$ cat src/design/ecgbq_pkg.sv
// ============================================================================
// ecgbq_pkg
// Shared types and constants for the ECG biquad cascade filter: section and
// term counts, digit size of the serial multiplier, coefficient table and
// controller states.
// ============================================================================
package ecgbq_pkg;

  localparam int NUM_SECT   = 3;
  localparam int NUM_TERM   = 5;
  localparam int NUM_PROD   = NUM_SECT * NUM_TERM;
  localparam int DIGIT_BITS = 4;
  localparam int STATE_FRAC = 16;

  // Per section, in millionths, in evaluation order: -a1, -a2, b0, b1, b2
  localparam int COEF_MICRO [NUM_PROD] = '{
    1991114, -991154, 995567, -1991134, 995567,
    1307285, -491812, 46132, 92264, 46132,
    1603639, -982207, 991104, -1603639, 991104
  };

  typedef enum logic [2:0] {
    TERM_FB1,
    TERM_FB2,
    TERM_FF0,
    TERM_FF1,
    TERM_FF2
  } term_t;

  typedef enum logic [2:0] {
    ST_IDLE,
    ST_SETUP,
    ST_MUL,
    ST_ROUND,
    ST_ACC,
    ST_OUT
  } state_t;

endpackage

$ cat src/design/ecg_biquad_cascade_filter.sv
// Scheduling: a filter sample runs through all 15 coefficient products (NDIG =
// coefficient digits of 4 bits) on the single shared 4-bit digit-serial
// multiplier, and no new input is taken until its result is registered. A
// clear transfer zeroes the delay words and leaves the input ready.
// Reset: synchronous, active low; zeroes all six delay words and drops
// out_tvalid.
// ============================================================================
// ecg_biquad_cascade_filter
// Three direct form II biquads (high-pass, low-pass, notch) in fixed point,
// evaluated through one digit-serial multiply-accumulate unit.
// ============================================================================
module ecg_biquad_cascade_filter
  import ecgbq_pkg::*;
#(
  parameter int SAMPLE_WIDTH   = 16,
  parameter int COEF_FRAC_BITS = 24,
  parameter int STATE_WIDTH    = 48
) (
  input  logic                                  clk,
  input  logic                                  rst_n,
  input  logic                                  in_tvalid,
  output logic                                  in_tready,
  input  logic [((SAMPLE_WIDTH+7)/8)*8-1:0]     in_tdata,   // sample_in
  input  logic [0:0]                            in_tuser,   // [0] action
  output logic                                  out_tvalid,
  input  logic                                  out_tready,
  output logic [((SAMPLE_WIDTH+7)/8)*8-1:0]     out_tdata,  // sample_out
  output logic [0:0]                            out_tuser   // [0] saturated
);

  localparam int SW   = STATE_WIDTH;
  localparam int DW   = ((SAMPLE_WIDTH + 7) / 8) * 8;
  localparam int CMW  = COEF_FRAC_BITS + 2;
  localparam int NDIG = (CMW + DIGIT_BITS - 1) / DIGIT_BITS;
  localparam int NL   = NDIG * DIGIT_BITS;
  localparam int HW   = SW + DIGIT_BITS;
  localparam int PW   = SW + NL;
  localparam int RW   = PW + 1 - COEF_FRAC_BITS;
  localparam int OW   = SW + 1 - STATE_FRAC;
  localparam int DCW  = $clog2(NDIG);
  localparam int IW   = $clog2(NUM_PROD);

  // coefficient table, Q2.COEF_FRAC_BITS sign-magnitude
  logic [CMW-1:0]      coef_mag_tab [NUM_PROD];
  logic [NUM_PROD-1:0] coef_neg_tab;

  for (genvar gi = 0; gi < NUM_PROD; gi++) begin : g_coef
    localparam longint MICRO_MAG = (COEF_MICRO[gi] < 0) ? longint'(-COEF_MICRO[gi])
                                                        : longint'(COEF_MICRO[gi]);
    localparam longint COEF_Q = ((MICRO_MAG <<< COEF_FRAC_BITS) + 64'sd500000)
                                / 64'sd1000000;
    assign coef_mag_tab[gi] = CMW'(COEF_Q);
    assign coef_neg_tab[gi] = (COEF_MICRO[gi] < 0);
  end

  state_t                  state_r, state_nxt;
  term_t                   term_r, term_nxt;
  logic [IW-1:0]           idx_r, idx_nxt;
  logic [DCW-1:0]          dig_r, dig_nxt;
  logic signed [SW-1:0]    acc_r, acc_nxt;
  logic signed [SW-1:0]    w_r, w_nxt;
  logic signed [SW-1:0]    d0_r [NUM_SECT];
  logic signed [SW-1:0]    d0_nxt [NUM_SECT];
  logic signed [SW-1:0]    d1_r [NUM_SECT];
  logic signed [SW-1:0]    d1_nxt [NUM_SECT];
  logic [SW-1:0]           mcand_r, mcand_nxt;
  logic                    neg_r, neg_nxt;
  logic [SW-1:0]           hi_r, hi_nxt;
  logic [NL-1:0]           lo_r, lo_nxt;
  logic [RW-1:0]           rnd_r, rnd_nxt;
  logic                    out_valid_r, out_valid_nxt;
  logic [SAMPLE_WIDTH-1:0] out_sample_r, out_sample_nxt;
  logic                    out_sat_r, out_sat_nxt;

  logic signed [SW-1:0]    sel_val;
  logic [SW-1:0]           sel_mag;
  logic [HW-1:0]           mac_sum;
  logic [PW:0]             round_sum;
  logic [RW-1:0]           lim;
  logic [SW-1:0]           mag_clip;
  logic signed [SW-1:0]    prod_val;
  logic [SW:0]             sum_ext;
  logic signed [SW-1:0]    add_res;
  logic                    y_neg;
  logic [SW-1:0]           y_mag;
  logic [SW:0]             y_round;
  logic [OW-1:0]           y_int;
  logic [OW-1:0]           pos_lim;
  logic [OW-1:0]           neg_lim;
  logic                    clip;
  logic [SAMPLE_WIDTH-1:0] m_clip;
  logic [SAMPLE_WIDTH-1:0] out_val;

  // datapath
  always_comb begin
    unique case (term_r)
      TERM_FB1, TERM_FF1: sel_val = d0_r[0];
      TERM_FB2, TERM_FF2: sel_val = d1_r[0];
      TERM_FF0:           sel_val = w_r;
      default:            sel_val = w_r;
    endcase
    sel_mag = sel_val[SW-1] ? SW'(-sel_val) : SW'(sel_val);

    mac_sum   = HW'(hi_r) + HW'(mcand_r) * HW'(lo_r[DIGIT_BITS-1:0]);
    round_sum = (PW+1)'({hi_r, lo_r}) + ((PW+1)'(1) << (COEF_FRAC_BITS - 1));

    lim      = RW'({1'b0, {(SW-1){1'b1}}}) + RW'(neg_r);
    mag_clip = (rnd_r > lim) ? SW'(lim) : SW'(rnd_r);
    prod_val = neg_r ? -$signed(mag_clip) : $signed(mag_clip);
    sum_ext  = {acc_r[SW-1], acc_r} + {prod_val[SW-1], prod_val};
    if (sum_ext[SW] != sum_ext[SW-1]) begin
      add_res = sum_ext[SW] ? {1'b1, {(SW-1){1'b0}}} : {1'b0, {(SW-1){1'b1}}};
    end else begin
      add_res = sum_ext[SW-1:0];
    end

    y_neg   = acc_r[SW-1];
    y_mag   = y_neg ? SW'(-acc_r) : SW'(acc_r);
    y_round = {1'b0, y_mag} + ((SW+1)'(1) << (STATE_FRAC - 1));
    y_int   = y_round[SW:STATE_FRAC];
    pos_lim = OW'({1'b0, {(SAMPLE_WIDTH-1){1'b1}}});
    neg_lim = pos_lim + OW'(1);
    clip    = y_neg ? (y_int > neg_lim) : (y_int > pos_lim);
    if (clip) begin
      m_clip = y_neg ? SAMPLE_WIDTH'(neg_lim) : SAMPLE_WIDTH'(pos_lim);
    end else begin
      m_clip = SAMPLE_WIDTH'(y_int);
    end
    out_val = y_neg ? SAMPLE_WIDTH'(-m_clip) : m_clip;
  end

  // controller
  always_comb begin
    state_nxt      = state_r;
    term_nxt       = term_r;
    idx_nxt        = idx_r;
    dig_nxt        = dig_r;
    acc_nxt        = acc_r;
    w_nxt          = w_r;
    d0_nxt         = d0_r;
    d1_nxt         = d1_r;
    mcand_nxt      = mcand_r;
    neg_nxt        = neg_r;
    hi_nxt         = hi_r;
    lo_nxt         = lo_r;
    rnd_nxt        = rnd_r;
    out_valid_nxt  = out_valid_r;
    out_sample_nxt = out_sample_r;
    out_sat_nxt    = out_sat_r;

    if (out_valid_r && out_tready) begin
      out_valid_nxt = 1'b0;
    end

    unique case (state_r)
      ST_IDLE: begin
        if (in_tvalid) begin
          if (in_tuser[0]) begin
            for (int i = 0; i < NUM_SECT; i++) begin
              d0_nxt[i] = '0;
              d1_nxt[i] = '0;
            end
          end else begin
            acc_nxt   = SW'($signed({in_tdata[SAMPLE_WIDTH-1:0], {STATE_FRAC{1'b0}}}));
            idx_nxt   = '0;
            term_nxt  = TERM_FB1;
            state_nxt = ST_SETUP;
          end
        end
      end
      ST_SETUP: begin
        mcand_nxt = sel_mag;
        neg_nxt   = sel_val[SW-1] ^ coef_neg_tab[idx_r];
        hi_nxt    = '0;
        lo_nxt    = NL'(coef_mag_tab[idx_r]);
        dig_nxt   = '0;
        state_nxt = ST_MUL;
      end
      ST_MUL: begin
        hi_nxt  = mac_sum[HW-1:DIGIT_BITS];
        lo_nxt  = {mac_sum[DIGIT_BITS-1:0], lo_r[NL-1:DIGIT_BITS]};
        dig_nxt = DCW'(dig_r + 1'b1);
        if (dig_r == DCW'(NDIG - 1)) begin
          state_nxt = ST_ROUND;
        end
      end
      ST_ROUND: begin
        rnd_nxt   = round_sum[PW:COEF_FRAC_BITS];
        state_nxt = ST_ACC;
      end
      ST_ACC: begin
        acc_nxt = add_res;
        unique case (term_r)
          TERM_FB1: term_nxt = TERM_FB2;
          TERM_FB2: begin
            w_nxt    = add_res;
            acc_nxt  = '0;
            term_nxt = TERM_FF0;
          end
          TERM_FF0: term_nxt = TERM_FF1;
          TERM_FF1: term_nxt = TERM_FF2;
          TERM_FF2: begin
            // rotate the section ring; the updated pair goes to the tail
            for (int i = 0; i < NUM_SECT - 1; i++) begin
              d0_nxt[i] = d0_r[i+1];
              d1_nxt[i] = d1_r[i+1];
            end
            d0_nxt[NUM_SECT-1] = w_r;
            d1_nxt[NUM_SECT-1] = d0_r[0];
            term_nxt = TERM_FB1;
          end
          default: term_nxt = TERM_FB1;
        endcase
        idx_nxt   = IW'(idx_r + 1'b1);
        state_nxt = (idx_r == IW'(NUM_PROD - 1)) ? ST_OUT : ST_SETUP;
      end
      ST_OUT: begin
        if (!out_valid_r || out_tready) begin
          out_valid_nxt  = 1'b1;
          out_sample_nxt = out_val;
          out_sat_nxt    = clip;
          state_nxt      = ST_IDLE;
        end
      end
      default: state_nxt = ST_IDLE;
    endcase
  end

  always_ff @(posedge clk) begin
    if (!rst_n) begin
      state_r     <= ST_IDLE;
      out_valid_r <= 1'b0;
      for (int i = 0; i < NUM_SECT; i++) begin
        d0_r[i] <= '0;
        d1_r[i] <= '0;
      end
    end else begin
      state_r     <= state_nxt;
      out_valid_r <= out_valid_nxt;
      d0_r        <= d0_nxt;
      d1_r        <= d1_nxt;
    end
  end

  always_ff @(posedge clk) begin
    term_r       <= term_nxt;
    idx_r        <= idx_nxt;
    dig_r        <= dig_nxt;
    acc_r        <= acc_nxt;
    w_r          <= w_nxt;
    mcand_r      <= mcand_nxt;
    neg_r        <= neg_nxt;
    hi_r         <= hi_nxt;
    lo_r         <= lo_nxt;
    rnd_r        <= rnd_nxt;
    out_sample_r <= out_sample_nxt;
    out_sat_r    <= out_sat_nxt;
  end

  assign in_tready  = (state_r == ST_IDLE);
  assign out_tvalid = out_valid_r;
  assign out_tdata  = DW'(out_sample_r);
  assign out_tuser  = out_sat_r;

endmodule

$ cat config.mk
export PLATFORM = sky130hd
export DESIGN_NAME = ecg_biquad_cascade_filter
export DESIGN_NICKNAME = d
export VERILOG_FILES = /design/src/design/ecgbq_pkg.sv /design/src/design/ecg_biquad_cascade_filter.sv
export SDC_FILE = /design/constraint.sdc
export NUM_CORES = 2
export LEC_CHECK = 0
export BUFFER_PORTS_ARGS = -buffer_cell sky130_fd_sc_hd__buf_2
export CAP_MARGIN = 20
export CORE_ASPECT_RATIO = 1.4
export CORE_MARGIN = 2
export CORE_UTILIZATION = 47
export DETAILED_ROUTE_END_ITERATION = 12
export PLACE_DENSITY_LB_ADDON = 0.05
export SYNTH_ARGS = -nofsm -noshare
export SYNTH_HDL_FRONTEND = slang
export SYNTH_SLANG_ARGS = --single-unit
$ cat constraint.sdc
create_clock -name clk -period 11.8 [get_ports clk]
set_clock_uncertainty 0.05 [all_clocks]
set_input_delay 2.95 -clock clk [delete_from_list [all_inputs] [get_ports clk]]
set_output_delay 2.95 -clock clk [all_outputs]
set_load 0.01 [all_outputs]
==> results.md <==
- Initial core utilization: 0.474
- Switch Pwr: 6.53 mW
- Endpoints failing setup: 0
- Die Ht: ~350 um
- Syn avg cell area: approximately 9.3 sq um
- Antenna violations before repair: 2
- Num rows: about 130
- Port Buf Inserts: 39
- Overall Power: 13.9 mW
- Core ar.: around 0.084 sq mm
- P_int: between 7 and 8 mW
- Hold depth: 2
- Critical path's slowest cell: nand2b_1
- PwrDens: 322 mW/mm^2
- Number of synthesized register bits: ~590
- Crit end category: flop
- Initial DRC Count: around 2400
- DR pass1 iterations: 6
- Routed wire length: 122 mm
- Setup CP Type: flop to flop
- Status: finished clean
- Nets: between 4000 and 5000
- Buffers from clock root to sink, at most: 3
- Register area share after synthesis: 0.373
- Mapped Cells: between 4000 and 5000
- Post_cts resized: 0
- Max Cap Viol: 0
- DRC: 0
- Final cell count without fillers: ~5300
- Synthesis-to-finish area growth: 7.69%
- Dpl cells: around 5200
- Post-route ant nets: 0
- Fin. max-slew vios: 0
- Die Wd: around 250 um
- Critical path origin: neg_r$_DFFE_PP_
- Syn_nets: 4640
- CP Max Fanout: 62
- Post-Synthesis Cell Area: between 0.03 and 0.04 sq mm
- Crit path time final: ~10 ns
- Final Cycle Share: 0.860
- Ys flop type: edfxtp_1
- WP data arrival: 10.48 ns
- DP Area: roughly 0.04 sq mm
- Share of the synthesized area in the top cell type: 0.226
- HP Class: flop to flop
- Final Wtd Congestion: 0.947
- Drt wl/cell: 22.9 um
- Vias in the first global route: ~31000
- RSZ-0062 raised after global routing: no
- Critical Path Start Type: flop
- Final Hold Fails: 0
- VDD IR-drop max: ~0.26 mV
- CP max stage delay: between 0.7 and 0.8 ns
- Commonest non-fill, non-tap cells in the layout: nand2_1, nor2b_1, a22oi_1
- Htree depth: 2
- Yosys cell types: 108
- Vias: around 32000
- Num Clock Sinks: around 590
- Worst-margin pin slew: 1.14 ns
- Required @ worst endpoint: between 10 and 15 ns
- Asr flop ratio synth: 0
- CTS Buf Count: 61
- Max Freq: approximately 99 MHz
- Ys Warns: 0
- Sw Share: 0.471
- Detailed Place HPWL: about 90 mm
- Area leader, netlist: edfxtp_1
- Leak Pwr: between 15 and 20 nW
- Die area: ~0.087 sq mm
- Post-CTS setup buffers: 0
- Latest clock arrival within the worst-skew pair: approximately 0.67 ns
- Hold Slack: roughly 0.46 ns
- Hold path start: lo_r[14]$_DFFE_PP_
- Design area: ~0.043 sq mm
- DR vias/cell: between 6 and 7
- Worst-case reg-to-reg path depth: 35
- CTS Hold Bufs: 0
- Grt total ovfl: 0
- Share of power burned in registers: 0.218
- Largest net degree at the start of global routing: 192
- Reg2reg start: neg_r$_DFFE_PP_
- Commonest non-fill, non-tap cell in the layout: nand2_1
- Boundary Pins: 40
- Clock transition at path regs: approximately 0.07 ns
- Largest cells by area after synthesis: edfxtp_1, dfxtp_1, fa_1, a22oi_1, ha_1
- First-pass GRT wire length: ~190 mm
- Logic pwr share: 0.635
- CTS tree: done
- Gr usage total: 0.279
- Clock power frac: 0.147
- Layout cell share with drive strength beyond 1: 0.0680
- Final TNS setup: 0 ns
- Max-slew headroom: 0.235
- Number of flops mapped to enable cells by yosys: ~300
- Root Driver: clkbuf_16
[kinds of logic after synthesis]
family,count (synthesis),share of synthesized area
and+or+nand+nor,1479,0.195
AOI/OAI and AO/OA,1214,0.205
DFF,594,0.373
buffers and inverters,441,0.0437
adders and majority gates,320,0.126
xor gates and xnor gates,235,0.0515
muxes,22,0.00582
[cell usage after synthesis, types with 8 or more instances]
cell       instances
clkbuf_1         228
nand2_1          350
mux2i_1           17
o21a_1            22
dfxtp_1          293
xnor2_1          151
nor3b_1           18
a211oi_1          27
a21oi_1          204
a211o_1           11
buf_1             18
edfxtp_1         301
o211ai_1          25
o21ai_0          220
o22ai_1           66
nor3_1            64
o31ai_1           17
ha_1             174
nand4_1           50
and4_1             9
o22a_1            26
or4_1             14
or3_1             22
and2_1            76
nor4_1            33
or2_2             16
nor2_1           275
inv_1            179
nand3_1           86
o21bai_1          22
a2111oi_0          8
and3_1            37
a22oi_1          309
fa_1             140
nand2b_1          37
o21ai_1           10
a21o_1           107
nor2b_1          331
xor2_1            84
a31oi_1           39
or3b_2            10
[critical path: cells and delay by family, from the launching register on]
kind / cells / cell delay [ns]
compound gates: 16 / 3.64
simple gates: 10 / 2.93
buf+inv: 5 / 1.05
fa+ha+maj: 3 / 1.00
flops: 1 / 0.59
xor+xnor: 1 / 0.55
[metrics by stage]
stage                     setup WS, ns   util
after detailed placement          1.77  0.485
after floorplan                   2.08      -
final                             1.65  0.510
after CTS                         1.72  0.510
after global routing             0.556  0.510
after global placement            2.05  0.485
[registers in the layout, indices dropped and copies added (netlist names), named ones only]
register	flops
lo_r	28
acc_r	48
state_r	3
d1_r	144
d0_r	144
out_tvalid	1
dig_r	3
hi_r	48
rnd_r	53
mcand_r	48
w_r	48
out_tdata	16
term_r	3
neg_r	1
idx_r	4
out_tuser	1
[power by group through the flow]
stage,Combinational (mW),Sequential (mW),Clock (mW)
floorplan,6.75,2.89,0
global placement,8.73,3.06,0
detailed placement,8.74,3.06,0
CTS,8.81,3.02,2.09
global route,9.92,3.05,2.16
finish,8.80,3.02,2.04
[routing by layer]
metal	GRT usage	vias up	wire, um
li1	-	15369	-
met5	0	-	0
met1	0.348	15859	51100
met3	0.0257	235	4510
met4	0.128	0	6090
met2	0.488	814	60700
[path summary, 6_finish.rpt]
check / slack [ns] / end
hold / removal: 0.46 / lo_r[10]$_DFFE_PP_
setup / recovery: 1.65 / acc_r[43]$_DFFE_PP_
setup reg to reg: 1.65 / acc_r[43]$_DFFE_PP_
hold reg to reg: 0.46 / lo_r[10]$_DFFE_PP_
[layout make-up]
| class | instances | area, sq um |
|---|---|---|
| Antenna cell | 1 | 2.50 |
| Multi-Input combinational cell | 3270 | 23400 |
| Fill cell | 8032 | 41300 |
| Tap cell | 1088 | 1360 |
| Clock buffer | 86 | 1790 |
| Inverter | 181 | 679 |
| Timing Repair Buffer | 89 | 609 |
| Clock inverter | 28 | 313 |
| Sequential cell | 594 | 14900 |
(Power assumes the default switching activity.)
